==> src/hdl/ihq_ram.sv <==
// ihq_ram: simple dual-port synchronous memory, one write and one read port.
// Read data is registered. No dependencies.
`default_nettype none
module ihq_ram #(
	parameter int WIDTH = 8,
	parameter int DEPTH = 64
) (
	input  wire                     clk,
	input  wire                     we,
	input  wire [$clog2(DEPTH)-1:0] waddr,
	input  wire [WIDTH-1:0]         wdata,
	input  wire [$clog2(DEPTH)-1:0] raddr,
	output logic [WIDTH-1:0]        rdata
);

	logic [WIDTH-1:0] mem [DEPTH];

	always_ff @(posedge clk) begin
		if (we) begin
			mem[waddr] <= wdata;
		end
		rdata <= mem[raddr];
	end

endmodule
`default_nettype wire

==> config.mk <==
export PLATFORM = sky130hd
export DESIGN_NAME = ihq_ram
export DESIGN_NICKNAME = d
export VERILOG_FILES = /design/src/hdl/ihq_ram.sv
export SDC_FILE = /design/constraint.sdc
export NUM_CORES = 1
export LEC_CHECK = 0
export ABC_AREA = 1
export BUFFER_PORTS_ARGS = -buffer_cell sky130_fd_sc_hd__clkbuf_2
export CORE_UTILIZATION = 25
export DETAILED_ROUTE_END_ITERATION = 8
export HOLD_SLACK_MARGIN = 0.05
export SYNTH_ARGS = -nofsm -noshare
export SYNTH_HDL_FRONTEND = slang
export SYNTH_SLANG_ARGS = --single-unit
==> constraint.sdc <==
create_clock -name clk -period 2.9 [get_ports clk]
set_clock_uncertainty 0.15 [all_clocks]
set_input_delay 0.58 -clock clk [delete_from_list [all_inputs] [get_ports clk]]
set_output_delay 0.58 -clock clk [all_outputs]
set_load 0.05 [all_outputs]
Word level (Yosys, flattened, before mapping):

Memory sizes are Yosys's and may differ from the RTL's. A register that Yosys moved wholly into a read port is not among the register bits.
Index checks and enable logic that the tools add are counted.

* word-level logic and storage cells: 3
* bits in registers: 0
* memories kept: 1
* memory bits (writable): 512

* mux-type cells: 2

Memory list
* mem: depth 64, width 8, read ports 1, clocked after memory_dff 1, wr ports 1, line 16 `logic [WIDTH-1:0] mem [DEPTH];`

Operators by type and width (count)
* 1-bit two-way mux: 2

Longest topological paths before layout:

* depth after elaboration: 2
* depth in mapped cells: 12
* depth with buffers taken out: 9

Worst setup path after synthesis:

No wires, ideal clock.

* path kind: input -> register
* start point: input port we
* end point: memory mem[48][0] (enable)
* required time: 2.355 ns
* buffers on the path: 1
* setup slack: 0.404 ns
* cell stages on the path: 3
* data arrival time: 1.951 ns
* cells stage by stage: clkbuf_1 nand4_1 nor4_1

* longest elaborated chain between the ends: 2

RTL lines
* from (decl): line 9 `input wire we,`
* 1-bit two-way mux: line 19 `if (we) begin`
* 1-bit two-way mux (implied by the code): line 20 `mem[waddr] <= wdata;`
* to (decl): line 16

No other way between the ends.

Final worst setup path:

* start point: register rdata[0], read port of mem
* end point: output port rdata[0]

RTL lines
* from (decl): line 13 `output logic [WIDTH-1:0] rdata`

No word-level cell between the ends.

==> reports/summary.txt <==
Worst path depth - 1
Final WS setup - 737 ps
Post-Synthesis Cell Area - 21300 um2
Leak pwr - 8.89 nW
Via/cell ratio - 4.58
Pre-antenna DRT Iters - 7
CP Data Arrival Time - 1430 ps
Per-cell routed wire length - 18.1 um
Place WS - 400 ps
Area leader, netlist - edfxtp_1
Post-Syn Instances - 1805
Simple-Gate Fraction of Synth Area - 0.232
Clk buf depth - 3
Syn avg cell area - 11.8 um2
DRT iter0 DRCs - 1486
Worst path cell trace - clkbuf_2
Post-cts sizing count - 0
Share of cells above drive strength 1 - 0.115
Nets@finish - 1912
Largest net degree at the start of global routing - 100
Unrepaired setup endpoints after global routing - false
Final GP Congestion - 0.823
Die H - 294 um
Area Overhead vs Synth - 16.8%
Period Utilization, post-route - 0.746
Number of cell rows - 106
Startpoint Class - flop
Net count after synthesis - 1827
Synth Area in Compound Gates - 0
Commonest non-fill, non-tap cell in the layout - nand2_1
Cell family with most CP delay - flip-flops
H-tree depth - 2
Clock Power Share - 0.414
Fin util - 0.296
Largest stage delay, worst path - 490 ps
Max Cap Viol - 0
DIE AREA - 86500 um2
Net switching power - 3.62 mW
Yosys top cell area share - 0.720
Chip Width - 294 um
Slew Viols, Final - 0
CTS buffer count - 54
RR Startpoint - mem[55][3]
Most frequent cells in the layout - 648 x nand2_1, 512 x edfxtp_1, 439 x nand3_1
CTS Root Cell - clkbuf_16
Mux contribution to synthesized area - 0
Post-route ant nets - 0
Fin crit period - 2160 ps
Switch share - 0.225
# setup viols final - 0
First-pass GRT wire length - 84500 um
Worst Tran Pin Value - 959 ps
CP max-delay cell - dfxtp_1
WL final - 55600 um
Status - complete, no violations
GRT Resource Usage Total - 0.128
Critical path endpoint category - output pin
Logic gate share of total power - 0.067
Fin. Hold Viols - 0
Initial antenna violation count - 6
Dpl cell area - 23200 um2
Design area - 24900 um2
Hold depth - 3
Clk_lat worst skew - 610 ps
FF-to-FF setup slack - 1200 ps
# fillers - 8548
Global route overflow - 0
Max rail drop VDD - 0.382 mV
Slew Limit Headroom - 0.361
IO Port Bufs - 29
Diode count - 0
Critical path type - flop to output pin
I/O pin cnt - 30
Vias in the first global route - 13481
Initial core utilization - 0.254
Synth Area in XOR/XNOR - 0
Worst Path Max Fanout - 1
CP Buf/Inv Count - 1
Number of remaining DRC errors - 0
CP required - 2170 ps
Sequential Power Share - 0.520
Vias post-DR - 14046
Sink Count - 520
Worst Hold Class - input port to flop
Yosys cell types - 16
Synth area leaders - edfxtp_1 72%, nand2_1 11%, nand3_1 10%
Final HPWL DP - 33600 um
Reg clk slew, reported paths - 60 ps
# hold bufs at CTS - 0
Largest family of logic cells by synthesized area - simple AND/OR/NAND/NOR gates
Crit path to - rdata[0]
Worst R2R End - rdata[3]
Crit path launch - rdata[0]
CTS tree - built
PwrDens - 645 nW/um2
Setup TNS - 0 ps
Post-CTS Setup Inserts - 0
Reg2Reg Depth - 8
P_int - 12.4 mW
Sequential share of the synthesized area - 0.728
Synth warn - 0
Fmax achieved - 0.462 GHz
FF+latch count, synth - 520
Core area - 84100 um2
Adder-cell share of the synthesized area - 0
-- registers in the layout, indices dropped and copies added (netlist names) --
name	cells
mem	512
rdata	8
-- worst register-to-register path: stages (launching register included) --
cell and delay (ps):
edfxtp_1 360, nand2_1 70, nand3_1 90, nand3_1 130, nand2_1 70, nand2_1 70
nand3_1 270, nand3_1 270, nand2_1 100
-- cells by family after synthesis --
logic type    after synthesis
simple gates             1160
buf+inv                   125
flops                     520
-- how the worst min path moves through the flow --
stage	start	to
2_1_floorplan	wdata[0]	mem[0][0]
3_3_place_gp	mem[8][3]	rdata[3]
3_5_place_dp	mem[0][5]	rdata[5]
4_1_cts	raddr[5]	rdata[0]
5_1_grt	raddr[5]	rdata[0]
6_report	raddr[5]	rdata[0]
-- Yosys cell counts --
cell and instances:
nand4_1 9, buf_2 37, dfxtp_1 8, inv_2 1, buf_6 35, clkbuf_1 15, edfxtp_1 512, buf_1 10
buf_4 14, buf_8 2, nor2_1 56, inv_6 1, nor4_1 8, nand3_1 439, inv_1 10, nand2_1 648
-- area by class of cell --
type,instances,area [um2],share of cell area
Clock inverter,26,173,0.00693
Multi-Input combinational cell,1160,4950,0.198
Clock buffer,74,1530,0.0614
Inverter,12,52.6,0.00211
Timing Repair Buffer,142,1270,0.0509
Sequential cell,520,15500,0.623
Tap cell,1134,1420,0.0569
-- power by group through the flow --
stage	sequential (mW)	combinational, mW	clock, mW
floorplan	8.54	0.585	0
global placement	8.51	1.06	0
detailed placement	8.51	1.07	0
CTS	8.35	1.07	6.77
global route	8.35	1.17	7.02
finish	8.35	1.07	6.65
-- per-stage QoR --
stage / power, mW / hold slack (ps) / instances
floorplan: 9.13 / 529 / 1805
detailed placement: 9.57 / 687 / 2968
finish: 16.1 / 350 / 3068
global placement: 9.57 / 653 / 2968
CTS: 16.2 / 320 / 3068
global route: 16.5 / 351 / 3068
-- routing by layer --
| metal | GRT usage | share of wire |
|---|---|---|
| met5 | 0 | 0.0012 |
| met4 | 0.0348 | 0.020 |
| met3 | 0.0326 | 0.082 |
| met2 | 0.199 | 0.45 |
| met1 | 0.176 | 0.44 |
Power figures use the tool's default switching activity.
